<file path="src/hw/rtl/wv_pkg.sv">
// Shared types and constants of the sliding-window variance block.
package wv_pkg;

    // Width of the variance result and its saturation value.
    localparam int unsigned OUT_W = 24;
    localparam logic [OUT_W-1:0] RESULT_MAX = 24'hFFFFFF;

    // Controller states.
    typedef enum logic [2:0] {
        ST_IDLE,
        ST_SUM,
        ST_SUM_DIV,
        ST_SQ,
        ST_SQ_DIV,
        ST_DONE
    } state_t;

    // Commands from the controller to the datapath.
    typedef struct packed {
        logic load;       // write the sample, advance the slot, clear pass state
        logic rd_issue;   // read the entry at the pass counter and advance it
        logic sq_mode;    // reads feed the squared deviation pipeline
        logic div_start;  // start a division of the accumulator by the window size
        logic mean_load;  // take the quotient as the mean and restart the pass
        logic out_load;   // take the saturated quotient into the result register
    } cmd_t;

    // Status from the datapath to the controller.
    typedef struct packed {
        logic issued_all; // every entry of the window has been read in this pass
        logic pipe_busy;  // reads or products are still on their way to the accumulator
        logic div_busy;   // the quotient of the started division is not yet registered
    } status_t;

endpackage

</file>
<file path="src/hw/rtl/window_variance.sv">
// Sliding-window variance of ADC samples: top level.
//
// Each sample transaction on the sample channel (sample_valid / sample_ready)
// writes one sample into a ring of WINDOW entries, overwriting the oldest.
// The block then returns one variance transaction (variance_valid /
// variance_ready): the truncated mean of the squared deviations of the
// window from its truncated mean, saturated to 24 bits.
// One sample is worked on at a time. The result comes from two read passes
// over the ring through its single read port, each followed by a division
// by WINDOW as a reciprocal multiplication.
// The result sits in an output register, so the next sample is accepted
// while an earlier result still waits for the receiver. When the receiver
// stalls, a finished result waits in the controller until that register
// is free, and no new sample is taken meanwhile.
// Reset clears the ring to zero through per-entry valid bits, the write
// position, the controller and the output valid flag.
module window_variance #(
    parameter int unsigned WINDOW      = 8,
    parameter int unsigned SAMPLE_BITS = 12
) (
    input  logic                      clk,
    input  logic                      rst_n,
    input  logic                      sample_valid,
    output logic                      sample_ready,
    input  logic [SAMPLE_BITS-1:0]    sample,
    output logic                      variance_valid,
    input  logic                      variance_ready,
    output logic [wv_pkg::OUT_W-1:0]  variance
);

    wv_pkg::cmd_t    cmd;
    wv_pkg::status_t status;

    // Controller.
    wv_ctrl u_ctrl (
        .clk            (clk),
        .rst_n          (rst_n),
        .sample_valid   (sample_valid),
        .sample_ready   (sample_ready),
        .variance_valid (variance_valid),
        .variance_ready (variance_ready),
        .status         (status),
        .cmd            (cmd)
    );

    // Datapath.
    wv_datapath #(
        .WINDOW      (WINDOW),
        .SAMPLE_BITS (SAMPLE_BITS)
    ) u_datapath (
        .clk      (clk),
        .rst_n    (rst_n),
        .sample   (sample),
        .cmd      (cmd),
        .status   (status),
        .variance (variance)
    );

`ifndef SYNTH
    // After a sample is taken the block is busy with it.
    a_busy_after_load: assert property (@(posedge clk) disable iff (!rst_n)
        cmd.load |=> !sample_ready)
        else $error("sample accepted again right after a load");

    // A division starts only with the accumulator settled and the divider free.
    a_div_start_clean: assert property (@(posedge clk) disable iff (!rst_n)
        cmd.div_start |-> (!status.pipe_busy && !status.div_busy && status.issued_all))
        else $error("division started before the pass had finished");

    // No read past the end of the window.
    a_no_over_read: assert property (@(posedge clk) disable iff (!rst_n)
        cmd.rd_issue |-> !status.issued_all)
        else $error("read issued beyond the window");

    // The result is loaded only from a finished division.
    a_out_after_div: assert property (@(posedge clk) disable iff (!rst_n)
        cmd.out_load |-> !status.div_busy)
        else $error("result loaded while the divider was still stepping");
`endif

endmodule

</file>
<file path="src/hw/rtl/wv_ctrl.sv">
// Controller state machine of the sliding-window variance block.
module wv_ctrl (
    input  logic              clk,
    input  logic              rst_n,
    input  logic              sample_valid,
    output logic              sample_ready,
    output logic              variance_valid,
    input  logic              variance_ready,
    input  wv_pkg::status_t   status,
    output wv_pkg::cmd_t      cmd
);

    wv_pkg::state_t state_reg;
    wv_pkg::state_t state_next;
    logic           out_valid_reg;
    logic           out_valid_next;
    logic           out_free;

    // The result register can take a new value when it is empty or being drained.
    assign out_free = !out_valid_reg || variance_ready;

    // State and result-valid registers.
    always_ff @(posedge clk or negedge rst_n)
    begin
        if (!rst_n)
        begin
            state_reg     <= wv_pkg::ST_IDLE;
            out_valid_reg <= 1'b0;
        end
        else
        begin
            state_reg     <= state_next;
            out_valid_reg <= out_valid_next;
        end
    end

    // Next-state logic.
    always_comb
    begin
        state_next = state_reg;
        case (state_reg)
            wv_pkg::ST_IDLE:
            begin
                if (sample_valid)
                    state_next = wv_pkg::ST_SUM;
            end
            wv_pkg::ST_SUM:
            begin
                if (status.issued_all && !status.pipe_busy)
                    state_next = wv_pkg::ST_SUM_DIV;
            end
            wv_pkg::ST_SUM_DIV:
            begin
                if (!status.div_busy)
                    state_next = wv_pkg::ST_SQ;
            end
            wv_pkg::ST_SQ:
            begin
                if (status.issued_all && !status.pipe_busy)
                    state_next = wv_pkg::ST_SQ_DIV;
            end
            wv_pkg::ST_SQ_DIV:
            begin
                if (!status.div_busy)
                    state_next = wv_pkg::ST_DONE;
            end
            wv_pkg::ST_DONE:
            begin
                if (out_free)
                    state_next = wv_pkg::ST_IDLE;
            end
            default:
            begin
                state_next = wv_pkg::ST_IDLE;
            end
        endcase
    end

    // Output logic: datapath commands and handshake signals.
    always_comb
    begin
        cmd            = '0;
        sample_ready   = 1'b0;
        out_valid_next = out_valid_reg && !variance_ready;
        case (state_reg)
            wv_pkg::ST_IDLE:
            begin
                sample_ready = 1'b1;
                cmd.load     = sample_valid;
            end
            wv_pkg::ST_SUM:
            begin
                cmd.rd_issue  = !status.issued_all;
                cmd.div_start = status.issued_all && !status.pipe_busy;
            end
            wv_pkg::ST_SUM_DIV:
            begin
                cmd.mean_load = !status.div_busy;
            end
            wv_pkg::ST_SQ:
            begin
                cmd.sq_mode   = 1'b1;
                cmd.rd_issue  = !status.issued_all;
                cmd.div_start = status.issued_all && !status.pipe_busy;
            end
            wv_pkg::ST_SQ_DIV:
            begin
                cmd.sq_mode = 1'b1;
            end
            wv_pkg::ST_DONE:
            begin
                cmd.out_load = out_free;
                if (out_free)
                    out_valid_next = 1'b1;
            end
            default:
            begin
                cmd = '0;
            end
        endcase
    end

    assign variance_valid = out_valid_reg;

endmodule

</file>
<file path="src/hw/rtl/wv_datapath.sv">
// Datapath of the sliding-window variance block: sample ring, accumulator and divider.
module wv_datapath #(
    parameter int unsigned WINDOW      = 8,
    parameter int unsigned SAMPLE_BITS = 12
) (
    input  logic                       clk,
    input  logic                       rst_n,
    input  logic [SAMPLE_BITS-1:0]     sample,
    input  wv_pkg::cmd_t               cmd,
    output wv_pkg::status_t            status,
    output logic [wv_pkg::OUT_W-1:0]   variance
);

    localparam int unsigned AW     = (WINDOW > 1) ? $clog2(WINDOW) : 1;
    localparam int unsigned CW     = $clog2(WINDOW + 1);
    localparam int unsigned LW     = $clog2(WINDOW);
    localparam int unsigned SQ_W   = 2 * SAMPLE_BITS + LW;
    localparam int unsigned PROD_W = 2 * SAMPLE_BITS;
    // Below the saturation limit the squared sum needs no more than SAT_W bits.
    localparam int unsigned SAT_W  = wv_pkg::OUT_W + LW;
    localparam int unsigned DIV_W  = (SQ_W < SAT_W) ? SQ_W : SAT_W;
    localparam int unsigned CMP_W  = ((SQ_W > SAT_W) ? SQ_W : SAT_W) + 1;
    // Reciprocal of the window size, exact for every dividend of DIV_W bits.
    localparam int unsigned RS     = DIV_W + LW;
    localparam int unsigned MW     = DIV_W + 1;
    localparam int unsigned PW     = DIV_W + MW;
    localparam int unsigned QW     = PW - RS;
    localparam int unsigned EXT_W  = (QW > wv_pkg::OUT_W) ? QW : wv_pkg::OUT_W;
    localparam logic [63:0]       RECIP_FULL =
        ((64'd1 << RS) + 64'(WINDOW) - 64'd1) / 64'(WINDOW);
    localparam logic [MW-1:0]     RECIP      = RECIP_FULL[MW-1:0];
    localparam logic [CMP_W-1:0]  SAT_LIM    = CMP_W'(WINDOW) << wv_pkg::OUT_W;

    // Sample ring and its per-entry valid bits.
    logic [SAMPLE_BITS-1:0] mem [WINDOW];
    logic [WINDOW-1:0]      valid_reg;
    logic [AW-1:0]          slot_reg;

    // Read pass and pipeline.
    logic [CW-1:0]          cnt_reg;
    logic [AW-1:0]          rd_addr;
    logic [SAMPLE_BITS-1:0] mem_q_reg;
    logic                   rd_bit_reg;
    logic                   rd_vld_reg;
    logic [SAMPLE_BITS-1:0] rd_data;
    logic [SAMPLE_BITS-1:0] mean_reg;
    logic [SAMPLE_BITS-1:0] dev_reg;
    logic                   dev_vld_reg;
    logic [PROD_W-1:0]      prod_reg;
    logic                   prod_vld_reg;
    logic [SQ_W-1:0]        acc_reg;

    // Division by the window size through a reciprocal multiplication.
    logic [CMP_W-1:0]       acc_cmp;
    logic                   acc_over;
    logic [DIV_W-1:0]       dvd_reg;
    logic                   over_reg;
    logic                   div_busy_reg;
    logic [PW-1:0]          recip_prod;
    logic [QW-1:0]          quo_reg;

    // Saturated result.
    logic [EXT_W-1:0]       quo_ext;
    logic [wv_pkg::OUT_W-1:0] var_sat;
    logic [wv_pkg::OUT_W-1:0] var_reg;

    assign rd_addr = cnt_reg[AW-1:0];

    // Ring write: the sample overwrites the oldest entry.
    always_ff @(posedge clk)
    begin
        if (cmd.load)
            mem[slot_reg] <= sample;
    end

    // Ring read with registered data.
    always_ff @(posedge clk)
    begin
        mem_q_reg <= mem[rd_addr];
    end

    // Entries not written since reset read as zero.
    assign rd_data = rd_bit_reg ? mem_q_reg : '0;

    // Control registers: valid bits, write slot, pass counter, pipeline flags, divider flag.
    always_ff @(posedge clk or negedge rst_n)
    begin
        if (!rst_n)
        begin
            valid_reg    <= '0;
            slot_reg     <= '0;
            cnt_reg      <= '0;
            rd_bit_reg   <= 1'b0;
            rd_vld_reg   <= 1'b0;
            dev_vld_reg  <= 1'b0;
            prod_vld_reg <= 1'b0;
            div_busy_reg <= 1'b0;
        end
        else
        begin
            if (cmd.load)
            begin
                valid_reg[slot_reg] <= 1'b1;
                slot_reg <= (slot_reg == AW'(WINDOW - 1)) ? '0 : slot_reg + 1'b1;
            end
            if (cmd.load || cmd.mean_load)
                cnt_reg <= '0;
            else if (cmd.rd_issue)
                cnt_reg <= cnt_reg + 1'b1;
            rd_bit_reg   <= valid_reg[rd_addr];
            rd_vld_reg   <= cmd.rd_issue;
            dev_vld_reg  <= rd_vld_reg && cmd.sq_mode;
            prod_vld_reg <= dev_vld_reg;
            div_busy_reg <= cmd.div_start;
        end
    end

    // Deviation from the mean, its square, and the accumulator.
    always_ff @(posedge clk)
    begin
        dev_reg  <= (rd_data >= mean_reg) ? rd_data - mean_reg : mean_reg - rd_data;
        prod_reg <= dev_reg * dev_reg;
        if (cmd.load || cmd.mean_load)
            acc_reg <= '0;
        else if (rd_vld_reg && !cmd.sq_mode)
            acc_reg <= acc_reg + SQ_W'(rd_data);
        else if (prod_vld_reg)
            acc_reg <= acc_reg + SQ_W'(prod_reg);
        if (cmd.mean_load)
            mean_reg <= quo_reg[SAMPLE_BITS-1:0];
    end

    // A sum at or above WINDOW times 2^OUT_W gives a saturated variance.
    assign acc_cmp  = CMP_W'(acc_reg);
    assign acc_over = (acc_cmp >= SAT_LIM);

    // The dividend is registered first, and the quotient in the cycle after.
    assign recip_prod = PW'(dvd_reg) * PW'(RECIP);

    always_ff @(posedge clk)
    begin
        if (cmd.div_start)
        begin
            dvd_reg  <= acc_reg[DIV_W-1:0];
            over_reg <= acc_over;
        end
        if (div_busy_reg)
            quo_reg <= recip_prod[PW-1:RS];
    end

    // Saturate the variance to the result width and hold it for the receiver.
    assign quo_ext = EXT_W'(quo_reg);
    assign var_sat = over_reg ? wv_pkg::RESULT_MAX : quo_ext[wv_pkg::OUT_W-1:0];

    always_ff @(posedge clk)
    begin
        if (cmd.out_load)
            var_reg <= var_sat;
    end

    assign variance          = var_reg;
    assign status.issued_all = (cnt_reg == CW'(WINDOW));
    assign status.pipe_busy  = rd_vld_reg || dev_vld_reg || prod_vld_reg;
    assign status.div_busy   = div_busy_reg;

endmodule
</file>
<file path="config.mk">
export PLATFORM = sky130hd
export DESIGN_NAME = window_variance
export DESIGN_NICKNAME = d
export VERILOG_FILES = /design/src/hw/rtl/wv_pkg.sv /design/src/hw/rtl/window_variance.sv /design/src/hw/rtl/wv_ctrl.sv /design/src/hw/rtl/wv_datapath.sv
export SDC_FILE = /design/constraint.sdc
export NUM_CORES = 1
export LEC_CHECK = 0
export ABC_AREA = 1
export BUFFER_PORTS_ARGS = -buffer_cell sky130_fd_sc_hd__buf_4
export CAP_MARGIN = 20
export CELL_PAD_IN_SITES_DETAIL_PLACEMENT = 0
export CELL_PAD_IN_SITES_GLOBAL_PLACEMENT = 1
export CORE_ASPECT_RATIO = 2
export CORE_MARGIN = 5
export CORE_UTILIZATION = 49
export DETAILED_ROUTE_END_ITERATION = 12
export PLACE_DENSITY_LB_ADDON = 0.25
export SETUP_SLACK_MARGIN = 0.5
export SYNTH_ARGS = -nofsm -noshare
export SYNTH_HDL_FRONTEND = slang
export SYNTH_SLANG_ARGS = --single-unit
</file>
<file path="constraint.sdc">
create_clock -name clk -period 5.6 [get_ports clk]
set_input_delay 0.84 -clock clk [delete_from_list [all_inputs] [get_ports clk]]
set_output_delay 0.84 -clock clk [all_outputs]
set_load 0.01 [all_outputs]
</file>
; ---- After elaboration in Yosys (flattened, before gate mapping)
; Memories as Yosys holds them, arrays and structs flattened. A register that Yosys moved wholly into a read port is not among the register bits.
; Index checks and enable logic that the tools add are counted.
[totals]
regBits = 175
elab_cells = 95
inputBits = 16
n_memories = 1
ram_bits = 96
[op_classes]
eq_ne = 13
multipliers = 1
add_sub_neg = 6
muxes = 29
reduce_logical = 21
bitwise = 1
order_cmp = 5
[memory_table]
columns = name, words, width, rd, rd_ports_with_merged_regs, write_ports, line_no
row1 = u_datapath.mem, 8, 12, 1, 1, 1, wv_datapath.sv:35  ; logic [SAMPLE_BITS-1:0] mem [WINDOW];
[ops]
columns = operator, n
row1 = two-way mux 27 bit, 2
row2 = "greater-or-equal comparator 27 x 28 -> 1 bit, second input constant", 1
row3 = adder 27 x 12 -> 27 bit, 1
row4 = adder 27 x 24 -> 27 bit, 1
row5 = multiplier 12 x 12 -> 24 bit, 1
row6 = two-way mux 12 bit, 2
row7 = subtractor 12 bit, 2
row8 = two-way mux 3 bit, 7
row9 = case mux 3 bit (6 select lines), 1
row10 = two-way mux 1 bit, 13
row11 = greater-or-equal comparator 12 bit, 1
row12 = "== test 3 bit, second input constant", 3
row13 = "less-than comparator 3 x 4 -> 1 bit, second input constant", 2
row14 = two-way mux 4 bit, 2
row15 = bitwise OR 8 bit, 1
row16 = "== test 3 x 2 -> 1 bit, second input constant", 2
row17 = zero test 1 bit, 6
row18 = "inequality test 2 x 1 -> 1 bit, second input constant", 3
row19 = "inequality test 2 bit, second input constant", 3
row20 = AND reduction 6 bit, 1
row21 = logical AND 1 bit, 5
row22 = "adder 4 x 1 -> 4 bit, second input constant", 1
row23 = "== test 4 bit, second input constant", 1
row24 = logical OR 1 bit, 4
row25 = 8 further kinds, 10

; ---- Logic depth before layout (Yosys ltp)
; Gate-level depths: netlist of the first run.
[depth]
word_depth = 6
ltp_mapped = 22
mapped_depth_nobuf = 22

; ---- By module
; Synthesis of the first run repeated with hierarchy kept, for this count alone.
[hier_totals]
hier_cells = 1918
hier_area_um2 = 16908.7
[modules_own_cells]
columns = mod, n_inst, area_per_inst_um2, seq_area_each_um2, cells_per_inst
row1 = wv_datapath, 1, 16612.2, 7387.1, 1871
row2 = wv_ctrl, 1, 296.5, 100.1, 47

; ---- Worst setup path before layout of the first run
; OpenSTA, ideal clock, no wires.
[synth_timing]
kind = register to register
startpoint = reg u_datapath.dev_reg[9]
endpoint = reg u_datapath.prod_reg[22]
slack_ps = 897
stages_incl_launch_ff = 19
arrival_time_ps = 4591
n_path_buf = 1
cell_sequence = dfxtp_1 > clkbuf_1 > nand2_1 > fa_1 > inv_1 > fa_1 > fa_1 > fa_1 > inv_1 > fa_1 > inv_1 > ha_1 > nand2_1 > nor2_1 > nand4_1 > o21ai_0 > nand2_1 > nand3_1 > nand2_1
[synth_between]
elab_chain_len = 1
[synth_rtl]
columns = item, line_no
row1 = from (decl), wv_datapath.sv:47  ; logic [SAMPLE_BITS-1:0] dev_reg;
row2 = from (signal assigned), wv_datapath.sv:121  ; dev_reg <= (rd_data >= mean_reg) ? rd_data - mean_reg : mean_reg - rd_data;
row3 = multiplier 12 x 12 -> 24 bit, wv_datapath.sv:122  ; prod_reg <= dev_reg * dev_reg;
row4 = to (signal assigned), wv_datapath.sv:122
row5 = to (decl), wv_datapath.sv:49  ; logic [PROD_W-1:0] prod_reg;
; No other way between the ends.
; A chain may end at the register's enable or synchronous reset.

; ---- Worst setup path in the final report of the first run
[layout_timing]
startpoint = reg u_datapath.dev_reg[6]
endpoint = reg u_datapath.prod_reg[21]
; The elaborated chain is that of the path after synthesis.

==> reports/results.txt, run 1 <==
Slew Viols, Final: 0
Clk sink count: 278
DR WL/cell: 17.77 um
Core Area: 34,350 um^2
Worst-Margin Slew: 1027 ps
CTS tree: built
CP required: 6030 ps
Clk root buf: clkbuf_16
Critical path endpoint category: flip-flop
Synth Register Bits: 278
Final Critical Period: 4882 ps
Fmax: 204.8 MHz
Routed Antenna Nets: 0
Syn-to-layout area delta: 8.968%
Synth Area per Inst: 8.726 um^2
Antenna violations before repair: 0
Critical path class: reg -> reg
DRC Markers: 0
Total gr overflow: 0
RSZ-0062 raised after global routing: true
Final setup fails: 0
Clock skew: 26.88 ps
Largest register FFs: 96
Final Hold Vio Count: 0
Post-synth top area share: 0.3178
Ys async rst share: 0.08633
TNS Setup: 0 ps
Synth area leaders: edfxtp_1 32%, fa_1 10%, nand2_1 9.8%
ANT cells: 0
Longest Clk Path Bufs: 3
Wirelength, routed: 43.30 mm
Hold Path Class: in -> async
Htree depth: 1
CTS Hold Bufs: 0
First-pass detailed-route iteration total: 5
Relative slew slack: 0.3128
Worst-path clk slew: 70 ps
Setup crit start kind: flip-flop
IO Port Bufs: 41
Most common cell after layout, fill and taps aside: nand2_1
Hold WS: 188.8 ps
Largest net degree at the start of global routing: 56
R2r startpoint: u_datapath.dev_reg[6]
Critical Path AT: 5310 ps
Share of cells above drive strength 1: 0.07168
Die Footprint: 38,760 um^2
Via density: 5.084
Final HPWL DP: 34.83 mm
Synth Cell Area: 17,010 um^2
Tcrit/Tclk final: 0.8717
Library cells used by synthesis: 46
Setup crit start: u_datapath.dev_reg[6]
Final Wtd Congestion: 0.9503
Max Cap Viol: 0
Initial Utilization: 0.4951
DIE WIDTH: 141.7 um
NumNets Final: 2,185
Main synth FF type: edfxtp_1
Starting DRT DRC Count: 575
Via count: 12,380
Outcome: finished, final reports clean
Register area share after synthesis: 0.4402
Worst-path maximum fanout: 12
Yosys warnings: 0
Synth Instances: 1,949
Vias in the first global route: 13,030
Global-route wire length before repair: 67.66 mm
All-Layer GR Usage: 0.2270
Total CTS buffers: 23
Postcts setup bufs: 0
Die height: 273.5 um
I/O pin total: 42
Std cell rows: 96
Largest area contributor in the netlist: edfxtp_1
Number of synthesized flops with an enable pin: 180
Commonest cells after routing, fill and taps aside: 444 x nand2_1, 392 x inv_1, 180 x edfxtp_1, 175 x nor2_1, 105 x ha_1
Mapped Nets: 2,156
Clock Latency Late Sink: 550 ps
per-layer routing:
metal | vias up | GRT usage | wire [um]
met4 | 0 | 0.1342 | 2986
met1 | 5870 | 0.2003 | 13660
met5 | - | 0 | 0
met2 | 229 | 0.4750 | 25710
li1 | 6162 | - | -
met3 | 123 | 0.01521 | 945
worst paths after layout:
path	cells past startpoint	slack, ps	endpoint
setup / recovery	19	720	u_datapath.prod_reg[21]
hold / removal	1	190	u_datapath.dev_vld_reg
setup reg to reg	19	720	u_datapath.prod_reg[21]
hold reg to reg	0	390	u_datapath.prod_vld_reg
max in group asynchronous	1	5150	u_datapath.slot_reg[1]
min in group clk	0	390	u_datapath.prod_vld_reg
critical path: stages, from the launching register on:
cell	delay [ps]
dfxtp_2	520
nand2_1	140
inv_1	90
fa_1	430
fa_1	510
inv_1	50
fa_1	480
inv_1	60
fa_1	540
inv_1	60
fa_1	540
inv_1	50
ha_1	340
a21oi_1	290
o21ai_0	210
a21o_1	200
nand2_1	70
nand3_1	70
nand2_1	60
nand2_1	40
logic make-up (layout without fill, tap and decap cells):
| family | Yosys count | in the layout | synth area share |
|---|---|---|---|
| compound gates | 237 | 237 | 0.07710 |
| xor+xnor | 46 | 46 | 0.02369 |
| fa+ha+maj | 191 | 191 | 0.1780 |
| buf+inv | 457 | 503 | 0.1052 |
| flops | 278 | 278 | 0.4402 |
| mux | 1 | 1 | 0.0006621 |
| simple gates | 739 | 739 | 0.1751 |
stage by stage:
step / instance area [um^2] / std cells / util / setup WS [ps]
floorplan: 17010 / 1949 / - / 897.2
global placement: 17720 / 2393 / 0.5157 / 508.8
detailed placement: 17720 / 2394 / 0.5159 / 413.7
CTS: 18490 / 2436 / 0.5384 / 505.2
global route: 18530 / 2436 / 0.5395 / 500.6
finish: 18530 / 2436 / 0.5395 / 718.2
cells in the mapped netlist (7+ instances only):
| cell type | n |
|---|---|
| a31oi_1 | 14 |
| fa_1 | 85 |
| o22ai_1 | 13 |
| nor3_1 | 7 |
| buf_6 | 7 |
| nor2_1 | 178 |
| xnor2_1 | 12 |
| clkbuf_1 | 32 |
| inv_1 | 392 |
| o21ai_1 | 22 |
| nand2_1 | 445 |
| dfxtp_1 | 74 |
| a21oi_1 | 62 |
| edfxtp_1 | 180 |
| xor2_1 | 34 |
| buf_2 | 11 |
| dfrtp_1 | 24 |
| ha_1 | 106 |
| o21bai_1 | 14 |
| nand4_1 | 13 |
| inv_2 | 8 |
| nand3_1 | 71 |
| o21ai_0 | 96 |
timing repair:
action	4_1_cts	5_1_grt
hold endpoints to repair	0	0
setup endpoints to repair	6	13
pin swaps	0	0
resized for setup	7	20
cell type report:
cell class / instances / area (um^2)
Multi-Input combinational cell: 1214 / 7755
Clock inverter: 16 / 171.4
Fill cell: 3260 / 15820
Inverter: 403 / 1513
Sequential cell: 278 / 7520
Timing Repair Buffer: 58 / 435.4
Tap cell: 441 / 551.8
Clock buffer: 26 / 586.8
Power of run 1 is left out: the tool's default activity adds up to more than one toggle a clock period on the data nets, which glitch-free logic cannot reach.
==> run 2, diff against run 1 <==
==> constraint.sdc (replaced) <==
create_clock -name clk -period 5.6 [get_ports clk]
set_input_delay 0.56 -clock clk [delete_from_list [all_inputs] [get_ports clk]]
set_output_delay 0.56 -clock clk [all_outputs]
set_load 0.01 [all_outputs]
==> reports/results.txt, run 2 (synthesis results as in run 1) <==
RSZ-0062 raised after global routing: true
Postcts setup bufs: 0
Clock skew: 26.51 ps
Largest register FFs: 96
Hold Path Class: in -> reg
Share of cells above drive strength 1: 0.07164
Clk sink count: 278
Clk root buf: clkbuf_16
Commonest cells after routing, fill and taps aside: 444 x nand2_1, 392 x inv_1, 180 x edfxtp_1, 175 x nor2_1, 105 x ha_1
Die height: 273.5 um
CTS tree: built
Final HPWL DP: 34.83 mm
Critical Path AT: 5300 ps
Initial Utilization: 0.4951
All-Layer GR Usage: 0.2269
DR WL/cell: 17.75 um
Total gr overflow: 0
Worst-path clk slew: 70 ps
Hold depth: 1
Die Footprint: 38,760 um^2
Longest Clk Path Bufs: 3
Wirelength, routed: 43.26 mm
Dpl cell area: 17,720 um^2
Vias in the first global route: 13,040
Post-Layout Cell Count: 2,437
IO Port Bufs: 41
Final Critical Period: 4867 ps
Tcrit/Tclk final: 0.8692
Critical path class: reg -> reg
I/O pin total: 42
DRC Markers: 0
Most common cell after layout, fill and taps aside: nand2_1
Placed cells: 2,394
R2r endpoint: u_datapath.prod_reg[21]
Core Area: 34,350 um^2
WHS Endpoint: u_datapath.mem[3][8]
Htree depth: 1
ANT cells: 0
Via count: 12,360
Worst-Margin Slew: 1025 ps
Relative slew slack: 0.3140
Final Hold Vio Count: 0
Post-route cell area: 18,540 um^2
Std cell rows: 96
Syn-to-layout area delta: 9.027%
Clock Latency Late Sink: 550 ps
Hold wc startpoint: sample[8]
Largest net degree at the start of global routing: 56
Via density: 5.070
Outcome: finished, final reports clean
Flop-to-flop setup slack: 730 ps
Final setup fails: 0
Final Wtd Congestion: 0.9503
DIE WIDTH: 141.7 um
Starting DRT DRC Count: 518
CP required: 6030 ps
NumNets Final: 2,186
Total CTS buffers: 23
First-pass detailed-route iteration total: 7
Setup crit start kind: flip-flop
Antenna violations before repair: 0
R2r startpoint: u_datapath.dev_reg[6]
Global-route wire length before repair: 67.65 mm
Worst R2R Path Depth: 19
Fmax: 205.4 MHz
Critical path endpoint category: flip-flop
Slew Viols, Final: 0
Routed Antenna Nets: 0
Max Cap Viol: 0
TNS Setup: 0 ps
Worst-path maximum fanout: 12
-- run 2: per-layer routing --
metal,track usage,part of all wire,vias up
met5,0,0,-
met4,0.1342,0.069,0
met3,0.01503,0.018,123
met2,0.4750,0.59,186
met1,0.2003,0.32,5882
li1,-,-,6164
-- run 2: timing repair --
action | 4_1_cts | 5_1_grt
hold buffers | 1 | 0
setup endpoints to repair | 6 | 13
hold endpoints to repair | 24 | 0
gates resized for setup | 7 | 20
-- run 2: worst max path at each step --
stage	start	end
after floorplan	u_datapath.dev_reg[9]	u_datapath.prod_reg[22]
after global placement	u_datapath.dev_reg[2]	u_datapath.prod_reg[22]
after detailed placement	u_datapath.dev_reg[2]	u_datapath.prod_reg[23]
after CTS	u_datapath.dev_reg[8]	u_datapath.prod_reg[22]
after global routing	u_datapath.dev_reg[5]	u_datapath.prod_reg[21]
final	u_datapath.dev_reg[6]	u_datapath.prod_reg[21]
-- run 2: critical path, cell delays in order, from the launching register on --
cell	delay, ps
dfxtp_2	510
nand2_1	140
inv_1	90
fa_1	430
fa_1	510
inv_1	50
fa_1	480
inv_1	60
fa_1	540
inv_1	60
fa_1	540
inv_1	50
ha_1	340
a21oi_1	290
o21ai_0	210
a21o_1	200
nand2_1	70
nand3_1	70
nand2_1	60
nand2_1	40
-- run 2: layout make-up --
type	instances	area, um^2
fillers	3259	15810
multi-input cells	1214	7755
flip-flops and latches	278	7520
inverters	403	1513
clock buffers	26	586.8
well taps	441	551.8
repair buffers	59	445.4
clock inverters	16	171.4
-- run 2: per-stage QoR --
| step | hold slack [ps] | utilization | worst slack [ps] |
|---|---|---|---|
| floorplan | 264.4 | - | 897.2 |
| global placement | 361.0 | 0.5157 | 508.8 |
| detailed placement | 366.6 | 0.5159 | 413.7 |
| CTS | 222.5 | 0.5386 | 505.2 |
| global route | 231.0 | 0.5398 | 500.6 |
| finish | 241.4 | 0.5398 | 732.5 |
Power of run 2 is left out for the same reason.
==> run 3, diff against run 2 <==
Settings changed: CAP_MARGIN 20 to unset.
Clock period 5.6 ns to 4.6 ns, I/O delays scaled along.
==> reports/results.txt, run 3 (synthesis results as in run 1) <==
ANT cells: 0
Clk sink count: 278
Wirelength, routed: 43.50 mm
Final Wtd Congestion: 0.9204
NumNets Final: 2,265
Vias in the first global route: 13,130
CP cell instances: buf_6 -> nand2_4 -> inv_2 -> fa_1 -> fa_1 -> inv_1 -> fa_1 -> inv_1 -> fa_1 -> inv_2 -> fa_1 -> inv_2 -> ha_4 -> nand2_4 -> nor2_4 -> nand4_1 -> o21ai_2 -> nand2_2 -> nand2_1 -> nand2_1 -> nand2_1
Total gr overflow: 0
Clock Latency Late Sink: 550 ps
IO Port Bufs: 41
Initial Utilization: 0.4951
Fmax: 221.0 MHz
Final HPWL DP: 33.48 mm
Final Critical Period: 4526 ps
Relative slew slack: 0.3123
Total CTS buffers: 25
Tcrit/Tclk final: 0.9838
I/O pin total: 42
DIE WIDTH: 141.7 um
Largest net degree at the start of global routing: 55
Multi-input logic area: 8467 um^2
Core Area: 34,350 um^2
Outcome: finished, final reports clean
Family with the most delay on the worst path: adder cells
Die height: 273.5 um
Via count: 12,770
CTS tree: built
DR WL/cell: 17.27 um
Register area: 7532 um^2
Most common cell after layout, fill and taps aside: nand2_1
Commonest cells after routing, fill and taps aside: 405 x nand2_1, 361 x inv_1, 180 x edfxtp_1, 168 x nor2_1, 114 x buf_4
Longest Clk Path Bufs: 3
Starting DRT DRC Count: 566
Die Footprint: 38,760 um^2
Via density: 5.071
Clk root buf: clkbuf_16
Worst-path maximum fanout: 6
Final Hold Vio Count: 0
Final core occ: 0.5829
CP bufs+invs: 6
Largest register FFs: 96
RSZ-0062 raised after global routing: true
Routed Antenna Nets: 0
CP max-delay cell: fa_1
Htree depth: 1
Critical Path AT: 5000 ps
Std cell rows: 96
Final setup fails: 0
All-Layer GR Usage: 0.2240
Clock skew: 20.93 ps
Setup crit start kind: flip-flop
Worst-path clk slew: 70 ps
CP most frequent cell: fa_1
Max Cap Viol: 0
Syn-to-layout area delta: 17.74%
Critical path endpoint category: flip-flop
Critical path class: reg -> reg
Share of cells above drive strength 1: 0.1714
DRC Markers: 0
Worst-Margin Slew: 1028 ps
Worst path max stage delay: 560 ps
Hold Path Class: in -> reg
Fillcell total: 3,082
Global-route wire length before repair: 67.34 mm
CP required: 5080 ps
Antenna violations before repair: 0
Slew Viols, Final: 0
First-pass detailed-route iteration total: 5
==> run 3: cell types whose count changed in the layout (fill, tap and decap cells not counted), sizes merged <==
| cell | before | now |
|---|---|---|
| bufinv | 3 | 2 |
| clkinvlp | 3 | 1 |
| buf | 58 | 134 |
| clkinv | 11 | 9 |
| inv | 402 | 404 |
| clkbuf | 26 | 34 |
==> run 3: layer usage <==
| layer | track usage | vias to the layer above | wire [um] |
|---|---|---|---|
| met5 | 0 | - | 0 |
| met3 | 0.01696 | 119 | 912 |
| li1 | - | 6323 | - |
| met2 | 0.4704 | 220 | 25880 |
| met1 | 0.2029 | 6106 | 14010 |
| met4 | 0.1150 | 0 | 2691 |
==> run 3: metrics by stage <==
stage | setup WS, ps | cells | hold slack (ps) | setup TNS [ps] | instance area, um^2
after global placement | -114.0 | 2417 | 358.1 | -229.8 | 18130
after floorplan | 350.1 | 1949 | 164.4 | 0 | 17370
after global routing | -39.89 | 2518 | 123.4 | -39.89 | 20030
final | 74.38 | 2518 | 131.1 | 0 | 20030
after detailed placement | -92.14 | 2417 | 364.8 | -179.0 | 18130
after CTS | 64.80 | 2499 | 111.5 | 0 | 19620
==> run 3: timing repair <==
item / in CTS / in global routing
cloned: 0 / 0
setup endpoints to repair: 17 / 15
endpoints found under the hold margin: 24 / 0
gates resized for setup: 94 / 64
hold buffers: 1 / 0
setup buffers: 35 / 19
pin swaps: 57 / 57
==> run 3: path summary, 6_finish.rpt <==
path                                         from                 endpoint  slack [ps]  cells after the start
setup / recovery            u_datapath.dev_reg[3]  u_datapath.prod_reg[22]          70                     21
hold / removal                          sample[2]     u_datapath.mem[1][2]         130                      1
setup reg to reg            u_datapath.dev_reg[3]  u_datapath.prod_reg[22]          70                     21
hold reg to reg            u_datapath.dev_vld_reg  u_datapath.prod_vld_reg         380                      0
max in group asynchronous                   rst_n    u_datapath.cnt_reg[1]        4000                      2
min in group asynchronous                   rst_n    u_ctrl.variance_valid         350                      2
==> run 3: final cells by class <==
| cell class | instances | area share |
|---|---|---|
| sequential | 278 | 0.3761 |
| tap | 441 | 0.02755 |
| clock inverter | 13 | 0.007373 |
| multi-input combinational | 1214 | 0.4228 |
| inverter | 403 | 0.07566 |
| timing repair buffer | 136 | 0.05567 |
| clock buffer | 33 | 0.03480 |
Power of run 3 is left out for the same reason.
